**src/sv/ffp_pkg.sv**
```systemverilog
`default_nettype none
package ffp_pkg;

	localparam logic [7:0] START_BYTE = 8'hFF;
	localparam logic [7:0] END_BYTE   = 8'hFE;

	localparam int CFG_IDX_W = 2;
	localparam logic [CFG_IDX_W-1:0] REG_FRAME_LENGTH  = 2'd0;
	localparam logic [CFG_IDX_W-1:0] REG_PAYLOAD_LIMIT = 2'd1;

	localparam int RESET_FRAME_LENGTH  = 12288;
	localparam int RESET_PAYLOAD_LIMIT = 256;

	// descriptor for the byte engine: one input item and what goes around it
	typedef struct packed {
		logic [7:0]  pixel;
		logic        hdr;
		logic        frag_end;
		logic        frame_end;
		logic [15:0] frag_index;
		logic [15:0] frag_total;
		logic [15:0] pay_len;
	} desc_t;

	localparam int QUEUE_DEPTH = 4;
	localparam int QUEUE_PTR_W = $clog2(QUEUE_DEPTH);

endpackage
`default_nettype wire

```
**src/sv/ffp_front.sv**
```systemverilog
`default_nettype none
module ffp_front (
	input  wire logic                          clk,
	input  wire logic                          arst_n,
	input  wire logic                          push,
	output logic                               full,
	input  wire logic [7:0]                    pixel_value,
	input  wire logic                          cfg_we,
	input  wire logic [ffp_pkg::CFG_IDX_W-1:0] cfg_index,
	input  wire logic [15:0]                   cfg_data,
	input  wire logic                          q_full,
	output logic                               q_push,
	output ffp_pkg::desc_t                     q_desc
);

	localparam logic [1:0] ST_IDLE = 2'd0;
	localparam logic [1:0] ST_DIV  = 2'd1;
	localparam logic [1:0] ST_EMIT = 2'd2;

	localparam logic [4:0] DIV_LAST = 5'd16;

	logic [1:0]  state_q;
	logic [15:0] frame_len_q, pay_lim_q;
	logic [7:0]  pix_q;
	logic [15:0] idx_q, pos_q, cur_len_q, left_q, total_q;
	logic [16:0] dvd_q;
	logic [15:0] rem_q;
	logic [4:0]  div_cnt_q;

	logic        accept;
	logic [15:0] lim, len;
	logic [16:0] r_trial, dvd_init;
	logic        ge;
	logic [15:0] rem_next;
	logic [15:0] seg_len, cur_len, pos_n, left_n;
	logic        hdr, frag_end, frame_end;

	assign full   = (state_q != ST_IDLE);
	assign accept = push && !full;

	assign lim      = (pay_lim_q == 16'd0) ? 16'd1 : pay_lim_q;
	assign len      = (frame_len_q == 16'd0) ? 16'd1 : frame_len_q;
	assign dvd_init = {1'b0, len} + {1'b0, lim} - 17'd1;

	// restoring divider, one quotient bit a cycle
	assign r_trial  = {rem_q, dvd_q[16]};
	assign ge       = (r_trial >= {1'b0, lim});
	always_comb begin
		rem_next = r_trial[15:0];
		if (ge) begin
			rem_next = 16'(r_trial - {1'b0, lim});
		end
	end

	assign hdr       = (pos_q == 16'd0);
	assign seg_len   = (left_q < lim) ? left_q : lim;
	assign cur_len   = hdr ? seg_len : cur_len_q;
	assign pos_n     = pos_q + 16'd1;
	assign left_n    = left_q - 16'd1;
	assign frame_end = (left_n == 16'd0);
	assign frag_end  = (pos_n >= cur_len) || frame_end;

	assign q_push = (state_q == ST_EMIT) && !q_full;

	always_comb begin
		q_desc            = '0;
		q_desc.pixel      = pix_q;
		q_desc.hdr        = hdr;
		q_desc.frag_end   = frag_end;
		q_desc.frame_end  = frame_end;
		q_desc.frag_index = idx_q;
		q_desc.frag_total = total_q;
		q_desc.pay_len    = cur_len;
	end

	always_ff @(posedge clk or negedge arst_n) begin
		if (!arst_n) begin
			frame_len_q <= 16'(ffp_pkg::RESET_FRAME_LENGTH);
			pay_lim_q   <= 16'(ffp_pkg::RESET_PAYLOAD_LIMIT);
		end else if (cfg_we) begin
			case (cfg_index)
				ffp_pkg::REG_FRAME_LENGTH:  frame_len_q <= cfg_data;
				ffp_pkg::REG_PAYLOAD_LIMIT: pay_lim_q   <= cfg_data;
				default: ;
			endcase
		end
	end

	always_ff @(posedge clk or negedge arst_n) begin
		if (!arst_n) begin
			state_q   <= ST_IDLE;
			idx_q     <= '0;
			pos_q     <= '0;
			cur_len_q <= '0;
			left_q    <= '0;
			total_q   <= '0;
			div_cnt_q <= '0;
		end else begin
			case (state_q)
				ST_IDLE: begin
					if (accept) begin
						if (left_q == 16'd0) begin
							// item opens a frame
							left_q    <= len;
							idx_q     <= '0;
							pos_q     <= '0;
							div_cnt_q <= '0;
							state_q   <= ST_DIV;
						end else begin
							state_q <= ST_EMIT;
						end
					end
				end
				ST_DIV: begin
					div_cnt_q <= div_cnt_q + 5'd1;
					if (div_cnt_q == DIV_LAST) begin
						total_q <= {dvd_q[14:0], ge};
						state_q <= ST_EMIT;
					end
				end
				ST_EMIT: begin
					if (!q_full) begin
						cur_len_q <= cur_len;
						left_q    <= left_n;
						if (frag_end) begin
							pos_q <= '0;
							idx_q <= frame_end ? 16'd0 : idx_q + 16'd1;
						end else begin
							pos_q <= pos_n;
						end
						state_q <= ST_IDLE;
					end
				end
				default: state_q <= ST_IDLE;
			endcase
		end
	end

	always_ff @(posedge clk) begin
		if (accept) begin
			pix_q <= pixel_value;
			rem_q <= '0;
			dvd_q <= dvd_init;
		end else if (state_q == ST_DIV) begin
			rem_q <= rem_next;
			dvd_q <= {dvd_q[15:0], ge};
		end
	end

endmodule
`default_nettype wire

```
**src/sv/ffp_queue.sv**
```systemverilog
`default_nettype none
module ffp_queue (
	input  wire logic           clk,
	input  wire logic           arst_n,
	input  wire logic           wr,
	input  ffp_pkg::desc_t      din,
	output logic                q_full,
	input  wire logic           rd,
	output ffp_pkg::desc_t      dout,
	output logic                q_empty
);

	ffp_pkg::desc_t mem_q [ffp_pkg::QUEUE_DEPTH];
	logic [ffp_pkg::QUEUE_PTR_W-1:0] wptr_q, rptr_q;
	logic [ffp_pkg::QUEUE_PTR_W:0]   count_q;
	logic do_wr, do_rd;

	assign q_full  = (count_q == (ffp_pkg::QUEUE_PTR_W+1)'(ffp_pkg::QUEUE_DEPTH));
	assign q_empty = (count_q == '0);
	assign do_wr   = wr && !q_full;
	assign do_rd   = rd && !q_empty;
	assign dout    = mem_q[rptr_q];

	always_ff @(posedge clk) begin
		if (do_wr) begin
			mem_q[wptr_q] <= din;
		end
	end

	always_ff @(posedge clk or negedge arst_n) begin
		if (!arst_n) begin
			wptr_q  <= '0;
			rptr_q  <= '0;
			count_q <= '0;
		end else begin
			if (do_wr) begin
				wptr_q <= wptr_q + (ffp_pkg::QUEUE_PTR_W)'(1);
			end
			if (do_rd) begin
				rptr_q <= rptr_q + (ffp_pkg::QUEUE_PTR_W)'(1);
			end
			case ({do_wr, do_rd})
				2'b10:   count_q <= count_q + (ffp_pkg::QUEUE_PTR_W+1)'(1);
				2'b01:   count_q <= count_q - (ffp_pkg::QUEUE_PTR_W+1)'(1);
				default: ;
			endcase
		end
	end

endmodule
`default_nettype wire

```
**src/sv/ffp_back.sv**
```systemverilog
`default_nettype none
module ffp_back (
	input  wire logic      clk,
	input  wire logic      arst_n,
	input  wire logic      q_empty,
	input  ffp_pkg::desc_t q_desc,
	output logic           q_pop,
	output logic           empty,
	input  wire logic      pop,
	output logic [7:0]     out_byte,
	output logic           run_last,
	output logic           frame_last,
	output logic [31:0]    frames_sent
);

	localparam logic [3:0] PH_START = 4'd0;
	localparam logic [3:0] PH_IDX_H = 4'd1;
	localparam logic [3:0] PH_IDX_L = 4'd2;
	localparam logic [3:0] PH_TOT_H = 4'd3;
	localparam logic [3:0] PH_TOT_L = 4'd4;
	localparam logic [3:0] PH_LEN_H = 4'd5;
	localparam logic [3:0] PH_LEN_L = 4'd6;
	localparam logic [3:0] PH_PIXEL = 4'd7;
	localparam logic [3:0] PH_END   = 4'd8;

	ffp_pkg::desc_t d_q;
	logic        busy_q;
	logic [3:0]  ph_q;
	logic [31:0] done_q;
	logic        out_vld_q;

	logic        advance, last_byte, final_end;
	logic [7:0]  byte_sel;

	assign empty     = !out_vld_q;
	assign advance   = busy_q && (!out_vld_q || pop);
	assign last_byte = (ph_q == PH_END) || (ph_q == PH_PIXEL && !d_q.frag_end);
	assign final_end = (ph_q == PH_END) && d_q.frame_end;
	assign q_pop     = !q_empty && (!busy_q || (advance && last_byte));

	always_comb begin
		case (ph_q)
			PH_START: byte_sel = ffp_pkg::START_BYTE;
			PH_IDX_H: byte_sel = d_q.frag_index[15:8];
			PH_IDX_L: byte_sel = d_q.frag_index[7:0];
			PH_TOT_H: byte_sel = d_q.frag_total[15:8];
			PH_TOT_L: byte_sel = d_q.frag_total[7:0];
			PH_LEN_H: byte_sel = d_q.pay_len[15:8];
			PH_LEN_L: byte_sel = d_q.pay_len[7:0];
			PH_PIXEL: byte_sel = d_q.pixel;
			PH_END:   byte_sel = ffp_pkg::END_BYTE;
			default:  byte_sel = ffp_pkg::END_BYTE;
		endcase
	end

	always_ff @(posedge clk or negedge arst_n) begin
		if (!arst_n) begin
			busy_q    <= 1'b0;
			ph_q      <= PH_START;
			done_q    <= '0;
			out_vld_q <= 1'b0;
		end else begin
			if (advance) begin
				out_vld_q <= 1'b1;
				if (final_end) begin
					done_q <= done_q + 32'd1;
				end
			end else if (pop) begin
				out_vld_q <= 1'b0;
			end

			if (q_pop) begin
				busy_q <= 1'b1;
				ph_q   <= q_desc.hdr ? PH_START : PH_PIXEL;
			end else if (advance) begin
				if (last_byte) begin
					busy_q <= 1'b0;
				end else begin
					ph_q <= ph_q + 4'd1;
				end
			end
		end
	end

	always_ff @(posedge clk) begin
		if (q_pop) begin
			d_q <= q_desc;
		end
		if (advance) begin
			out_byte    <= byte_sel;
			run_last    <= last_byte;
			frame_last  <= final_end;
			// final end byte already carries the new frame count
			frames_sent <= final_end ? done_q + 32'd1 : done_q;
		end
	end

endmodule
`default_nettype wire

```
**src/sv/frame_fragment_packetizer.sv**
```systemverilog
// Fragment packetizer with start and end byte framing.
// Input channel: pixel_value is taken at a clock edge with push high and full low,
// one frame byte per item. Results: out_byte with run_last, frame_last and
// frames_sent is offered while empty is low and taken with pop.
// Each fragment goes out as 0xFF, sequence number, fragment count, payload length
// (16 bit each, high byte first), the payload bytes and a closing 0xFE.
// Registers frame_length (index 0) and payload_limit (index 1) are written through
// cfg_we/cfg_index/cfg_data; the user writes them only while the block is idle,
// which the block itself does not enforce; other indexes are ignored.
// An item passes the front end in a capture and a classify step; the item that
// opens a frame first runs a 17-step bit-serial divider for the fragment count.
// The back end sends one byte a cycle while it has items and the receiver pops;
// each item gives 1 to 9 output bytes.
// A 4-entry queue sits between the two, so input keeps flowing while the receiver
// stalls until that queue fills; a stalled result holds on the ports unchanged.
// Reset clears the frame state, the frame counter and the queue and loads the
// register defaults (frame length 12288, payload limit 256).
`default_nettype none
module frame_fragment_packetizer (
	input  wire logic                          clk,
	input  wire logic                          arst_n,
	input  wire logic                          push,
	output logic                               full,
	input  wire logic [7:0]                    pixel_value,
	output logic                               empty,
	input  wire logic                          pop,
	output logic [7:0]                         out_byte,
	output logic                               run_last,
	output logic                               frame_last,
	output logic [31:0]                        frames_sent,
	input  wire logic                          cfg_we,
	input  wire logic [ffp_pkg::CFG_IDX_W-1:0] cfg_index,
	input  wire logic [15:0]                   cfg_data
);

	ffp_pkg::desc_t fq_din, fq_dout;
	logic fq_push, fq_full, fq_pop, fq_empty;

	ffp_front u_front (
		.clk         (clk),
		.arst_n      (arst_n),
		.push        (push),
		.full        (full),
		.pixel_value (pixel_value),
		.cfg_we      (cfg_we),
		.cfg_index   (cfg_index),
		.cfg_data    (cfg_data),
		.q_full      (fq_full),
		.q_push      (fq_push),
		.q_desc      (fq_din)
	);

	ffp_queue u_queue (
		.clk     (clk),
		.arst_n  (arst_n),
		.wr      (fq_push),
		.din     (fq_din),
		.q_full  (fq_full),
		.rd      (fq_pop),
		.dout    (fq_dout),
		.q_empty (fq_empty)
	);

	ffp_back u_back (
		.clk         (clk),
		.arst_n      (arst_n),
		.q_empty     (fq_empty),
		.q_desc      (fq_dout),
		.q_pop       (fq_pop),
		.empty       (empty),
		.pop         (pop),
		.out_byte    (out_byte),
		.run_last    (run_last),
		.frame_last  (frame_last),
		.frames_sent (frames_sent)
	);

endmodule
`default_nettype wire

```
**config.mk**
```make
export PLATFORM = sky130hd
export DESIGN_NAME = frame_fragment_packetizer
export DESIGN_NICKNAME = d
export VERILOG_FILES = /design/src/sv/ffp_pkg.sv /design/src/sv/ffp_front.sv /design/src/sv/ffp_queue.sv /design/src/sv/ffp_back.sv /design/src/sv/frame_fragment_packetizer.sv
export SDC_FILE = /design/constraint.sdc
export NUM_CORES = 1
export LEC_CHECK = 0
export ABC_AREA = 1
export BUFFER_PORTS_ARGS = -buffer_cell sky130_fd_sc_hd__buf_2
export CORE_ASPECT_RATIO = 0.5
export CORE_MARGIN = 2
export CORE_UTILIZATION = 24
export DETAILED_ROUTE_END_ITERATION = 10
export GPL_ROUTABILITY_DRIVEN = 0
export PLACE_DENSITY = 0.43
export SETUP_SLACK_MARGIN = 0.5
export SYNTH_ARGS = -nofsm -noshare
export SYNTH_HDL_FRONTEND = slang
export SYNTH_SLANG_ARGS = --single-unit
```
**constraint.sdc**
```tcl
create_clock -name clk -period 13.5 [get_ports clk]
set_input_delay 4.05 -clock clk [delete_from_list [all_inputs] [get_ports clk]]
set_output_delay 4.05 -clock clk [all_outputs]
set_load 0.05 [all_outputs]
```
Word level (Yosys, flattened, before mapping)
Memory sizes are Yosys's and may differ from the RTL's.
Cells that the tools add are included.

storage, ports and cells
  word-level logic and storage cells = 156
  input bits = 31
  bits in registers = 305
  bits in writable memories = 236
  memories kept = 1

operators by class
  bitwise logic cells = 1
  $lt $le $gt $ge = 3
  reductions and logical operators = 46
  mux-type cells = 42
  eq/ne operators = 21
  add/subtract/negate cells = 13

memories
  name           depth  bits a word  read ports  clocked after Yosys merged registers in  wr ports  RTL line         RTL
  u_queue.mem_q  4      59           1           0                                        1         ffp_queue.sv:13  ffp_pkg::desc_t mem_q [ffp_pkg::QUEUE_DEPTH];

operators by type and width
  kind                     number
  $mux W16                 15
  $pmux W16 S2             3
  $logic_not A16 Y1        5
  $pmux W8 S8              1
  $mux W17                 2
  $add A16 B1 Y16 const B  2
  $add A32 B1 Y32 const B  1
  $mux W32                 1
  $add A16 B16 Y17         1
  $ge A17 B16 Y1           1
  $sub A17 B1 Y17 const B  1
  $eq A4 B3 Y1 const B     4
  $ge A16 B16 Y1           1
  $lt A16 B16 Y1           1
  $reduce_bool A2 Y1       8
  $sub A16 B1 Y16 const B  1
  $sub A16 B16 Y16         1
  $mux W4                  3
  $reduce_and A2 Y1        6
  $mux W5                  2
  $pmux W5 S2              1
  $logic_and A1 B1 Y1      9
  $eq A4 B2 Y1 const B     2
  $mux W2                  4
  26 further kinds         50

Depth between registers and ports, before layout
  depth in word-level cells = 10
  gate-level depth with buffers = 30
  depth with buffers taken out = 29

Hierarchy
From an unflattened synthesis, not the netlist that was laid out.

second synthesis, totals
  cells, all modules = 2,725
  area total of the unflattened synthesis = 26,855.8 um^2

modules (own cells, without submodules)
  module     area each (um^2)  instances  sequential area each (um^2)  cells an instance
  ffp_front  10,568.9          1          4,052.6                      1,368
  ffp_queue  9,964.6           1          7,262.0                      750
  ffp_back   6,322.3           1          3,953.8                      607

Worst setup path after synthesis
No wires, ideal clock.

  path kind = in2reg
  start = input pop
  end = register u_queue.count_q[2] in the netlist's numbering
  setup slack = 6.226 ns
  path buffers = 0
  stages on the path = 11
  library setup time = 0.124 ns
  arrival = 7.150 ns
  cell sequence = or2_2 > nand2_1 > inv_1 > a21oi_1 > nor2_2 > ha_1 > inv_1 > fa_1 > a21oi_1 > o21ai_0 > xnor2_1

between the ends
  cells in the longest elaborated chain, start to end = 8
  elaborated cells on any way between the ends = 10
  classes of those cells = eq/ne (2); mux (1); reduce/logical (7)

RTL lines
  what                                                      RTL line                         RTL
  from (decl)                                               frame_fragment_packetizer.sv:26  input wire logic pop,
  $logic_or A1 B1 Y1 (*)                                    ffp_back.sv:36                   assign advance = busy_q && (!out_vld_q || pop);
  $logic_and A1 B1 Y1 (*)                                   ffp_back.sv:36
  $logic_and A1 B1 Y1 (*)                                   ffp_back.sv:39                   assign q_pop = !q_empty && (!busy_q || (advance && last_byte));
  $logic_or A1 B1 Y1 (*)                                    ffp_back.sv:39
  $logic_and A1 B1 Y1 (*)                                   ffp_back.sv:39
  via fq_pop                                                frame_fragment_packetizer.sv:37  logic fq_push, fq_full, fq_pop, fq_empty;
  $logic_and A1 B1 Y1 (*)                                   ffp_queue.sv:21                  assign do_rd = rd && !q_empty;
  $eq A2 B1 Y1 / $eq A2 B2 Y1 (equally long branches)       ffp_queue.sv:42                  case ({do_wr, do_rd})
  $pmux W3 S2 / $reduce_bool A2 Y1 (equally long branches)  --
  to (signal assigned)                                      ffp_queue.sv:43                  2'b10: count_q <= count_q + (ffp_pkg::QUEUE_PTR_W+1)'(1);
  to (signal assigned)                                      ffp_queue.sv:44                  2'b01: count_q <= count_q - (ffp_pkg::QUEUE_PTR_W+1)'(1);
  to (decl)                                                 ffp_queue.sv:15                  logic [ffp_pkg::QUEUE_PTR_W:0] count_q;

Mark *: on every way through the listed nets, which the timed path passes. The rest lies on a longest branch.
A chain may end at the register's enable or synchronous reset.

Worst setup path in the final report
  start = input pop
  end = register u_back.ph_q[0]

between the ends
  cells in the longest elaborated chain, start to end = 7
  elaborated cells on any way between the ends = 9
  classes of those cells = eq/ne (1); mux (1); reduce/logical (7)

RTL lines
  what                                                                 RTL line                         RTL
  $logic_or A1 B1 Y1 (*)                                               ffp_back.sv:36
  $logic_and A1 B1 Y1 (*)                                              ffp_back.sv:36
  $logic_and A1 B1 Y1 (*)                                              ffp_back.sv:39
  $logic_or A1 B1 Y1 (*)                                               ffp_back.sv:39
  $logic_and A1 B1 Y1 (*)                                              ffp_back.sv:39
  via fq_pop                                                           frame_fragment_packetizer.sv:37
  $ne A2 B2 Y1 (no line) / $reduce_bool A2 Y1 (equally long branches)  --
  $reduce_and A2 Y1 (no line)                                          --
  to (signal assigned)                                                 ffp_back.sv:74                   ph_q <= q_desc.hdr ? PH_START : PH_PIXEL;
  to (signal assigned)                                                 ffp_back.sv:79                   ph_q <= ph_q + 4'd1;
  to (decl)                                                            ffp_back.sv:28                   logic [3:0] ph_q;

Marks and branches as above.

==> run metrics <==
die height=234 um; flops & latches, synth=approximately 540; worst reg-to-reg setup slack=8.15 ns; setup TNS=0 ns; run status=finished, final reports clean; instance count of the mapped netlist=2459; Num Clock Sinks=541; nature of the critical path endpoint=register; Fillers=10996; combinational cell fraction of total power=34.6%; design internal power=3.87 mW; Synth Flop Type=edfxtp_1; Data arrival, critical path=6.70 ns; core footprint=between 0.1 and 0.15 mm2; number of clock buffers inserted by TritonCTS=55; endpoint of the worst setup timing path=u_back.ph_q[0]$_DFFE_PN0P_; cell area power density=between 200 and 250 mW/mm2; Chip Width=463 um; number of synthesized flops with an enable pin=around 360; worst setup path startpoint=pop; average wire per standard cell=16.7 um; sw frac=39.7%; crit share post-route=46.0%; startpoint kind of the worst setup timing path=input pin; final critical-path required period=6.21 ns; Max Cap Violations=0; switching power=2.55 mW; clock latency on the worst-skew pair=~0.63 ns; portion of total power attributed to the clock network=about a quarter; final setup violation count=0; count of cell types in the netlist=62; growth of design area from synthesis to finish=15.0%; count of input and output buffers=74; count of vias placed by the detailed router=17282; leftover overflow at the end of global routing=0; clock tree from TritonCTS=yes; leak pwr=11.7 nW; die area=approximately 0.11 mm2; maximum number of pins on one net before global-route repair=90; effective utilization at floorplan=24.2%; min-delay worst type=reg2reg; crit-path max FO=63; clock slew at the register clock pins of the worst setup and hold paths=0.06 ns; Syn Area/Cell=10.3 um2; unrepaired setup endpoints after global routing=no; antenna violations before repair=1; startpoint of the worst register-to-register path=u_front.pos_q[0]$_DFFE_PN0P_; detailed-routing iteration count for the pre-antenna-repair pass=5; total global routing track utilization=12.3%; Data required, critical path=13.99 ns; CTS HTree Levels=2; cell area after technology mapping=0.0253 mm2; final setup slack of the worst path=approximately 7.3 ns; number of nets still failing antenna checks after routing=0; number of nets produced by synthesis=2588; worst slew pin tran=1.02 ns; Worst Hold Margin=about 0.46 ns; headroom to the max-slew limit=31.9%; proportion of synthesized chip area in sequential cells=60.3%; post-CTS setup buffer count=0; # hold bufs at CTS=0; logic depth of the worst register-to-register path=19; Net count, final=2651; Sequential Power Share=between 40% and 50%; endpoint of the most critical register-to-register path=u_front.idx_q[2]$_DFFE_PN0P_; Post-Place Worst Slack=6.67 ns; residual DRC count=0; Synth warnings=0; Setup Skew=~0.019 ns; Slew Limit Fails=0; via count of the first global-routing pass=17012; Setup CP Type=in2reg; wire length of the first global-routing pass=103 mm; max frequency=between 150 and 200 MHz; Routed Wire Length=66.7 mm; Site Rows=84; Hold Fails Final Rpt=0; count of routing violations after the opening detailed-route iteration=1292; largest vdd supply drop=0.134 mV; layout cell share with drive strength beyond 1=10.5%; post-detailed-placement half-perimeter wirelength=44.1 mm; buffer depth of the longest clock path=3; Ports=75; proportion of synthesized flip-flops having asynchronous set or reset=around 30%; root cell of the clock tree=clkbuf_16; CTS resizes=0; via/cell ratio=between 4 and 5
power by group through the flow:
stage | combinational, mW | clock, mW | sequential [mW]
after floorplan | 1.40 | 0 | 2.72
after global placement | 2.24 | 0 | 2.68
after detailed placement | 2.26 | 0 | 2.68
after CTS | 2.27 | 1.61 | 2.65
after global routing | 2.51 | 1.67 | 2.69
final | 2.22 | 1.56 | 2.64
cell families (layout without fill, tap and decap cells):
family,after synthesis,count (layout),share of synthesized area (%)
and+or+nand+nor,888,888,15.4
DFF,541,541,60.3
AOI/OAI and AO/OA,483,483,10.9
buffers and inverters,364,474,5.58
adders and majority gates,98,98,4.93
xor gates and xnor gates,85,85,2.94
other,0,1,0
synth_stat cells, types with 27 or more instances:
master	instances	area share, %
nand2_1	475	7.0
a21oi_1	62	1.2
nor2_1	208	3.1
xor2_1	68	2.4
o22ai_1	76	1.9
edfxtp_1	361	43
nand3_1	73	1.4
clkbuf_1	71	1.1
dfrtp_1	161	16
o21ai_0	269	5.3
inv_1	267	4.0
nand4_1	27	0.67
ha_1	95	4.7
placed cells by master (no fill, tap or decap), drive strengths merged, types with 4 or more instances in the layout:
cell type  instances
nor2             220
nand3b            10
nand2            497
a211oi             5
buf               94
a31oi              7
inv              273
ha                95
a2111o             6
or2                9
clkbuf            76
nand3             76
o2111ai            8
o21ai            291
dfxtp             16
edfxtp           361
xor2              68
nor4              12
o211ai             6
nand4             32
a21boi             5
dfrtp            161
a21oi             62
bufinv             5
nor3              28
clkinv            24
xnor2             17
o22ai             76
o31ai              4
stage by stage:
stage	area [um2]	total power, mW	instances	util, %
floorplan	25300	4.12	2459	-
global placement	27300	4.92	3884	26.0
detailed placement	27300	4.94	3884	26.0
CTS	29100	6.53	3988	27.8
global route	29100	6.87	3988	27.8
finish	29100	6.42	3989	27.8
sequential cells by signal (all words and copies together) (netlist names), 16 cells and up:
name and count:
u_front.frame_len_q 16, u_front.idx_q 16, u_back.d_q 58, u_front.left_q 16, u_front.pay_lim_q 16, u_front.cur_len_q 16
u_back.frames_sent 32, u_front.rem_q 16, u_queue.mem_q 236, u_front.total_q 16, u_back.done_q 32, u_front.dvd_q 17
u_front.pos_q 16
worst max-delay path, cell delays in order:
cell      delay (ns)
buf_2           0.09
or2_2           0.31
nand2_1         0.57
clkinv_2        0.12
a21oi_1         0.50
nor2_4          0.06
buf_4           0.37
inv_1           0.25
o21ai_2         0.12
nand2_1         0.10
o21ai_0         0.09
worst min-delay path by stage:
| stage | to | slack, ns | depth (start not counted) | start |
|---|---|---|---|---|
| detailed placement | u_front.rem_q[15]$_SDFFE_PP0P_ | 0.45 | 2 | u_front.rem_q[15]$_SDFFE_PP0P_ |
| finish | u_front.rem_q[15]$_SDFFE_PP0P_ | 0.46 | 2 | u_front.rem_q[15]$_SDFFE_PP0P_ |
| global route | u_front.rem_q[15]$_SDFFE_PP0P_ | 0.49 | 2 | u_front.rem_q[15]$_SDFFE_PP0P_ |
| floorplan | u_front.rem_q[15]$_SDFFE_PP0P_ | 0.43 | 2 | u_front.rem_q[15]$_SDFFE_PP0P_ |
| CTS | u_front.rem_q[15]$_SDFFE_PP0P_ | 0.46 | 2 | u_front.rem_q[15]$_SDFFE_PP0P_ |
| global placement | u_front.rem_q[15]$_SDFFE_PP0P_ | 0.44 | 2 | u_front.rem_q[15]$_SDFFE_PP0P_ |
routing by layer:
layer	GRT usage [%]	routed length (um)
met2	20.1	30500
met3	1.69	2350
met4	3.16	1340
met5	0	0
met1	17.0	32500
final cells by class:
cell class | instances | area [um2] | area share [%]
Sequential cell | 541 | 15300 | 52.5
Clock inverter | 29 | 288 | 0.988
Multi-Input combinational cell | 1554 | 8670 | 29.8
Tap cell | 1419 | 1780 | 6.10
Clock buffer | 75 | 1530 | 5.26
Antenna cell | 1 | 2.50 | 0.00859
Inverter | 275 | 1030 | 3.55
Timing Repair Buffer | 95 | 537 | 1.84
Power figures use the tool's default switching activity.
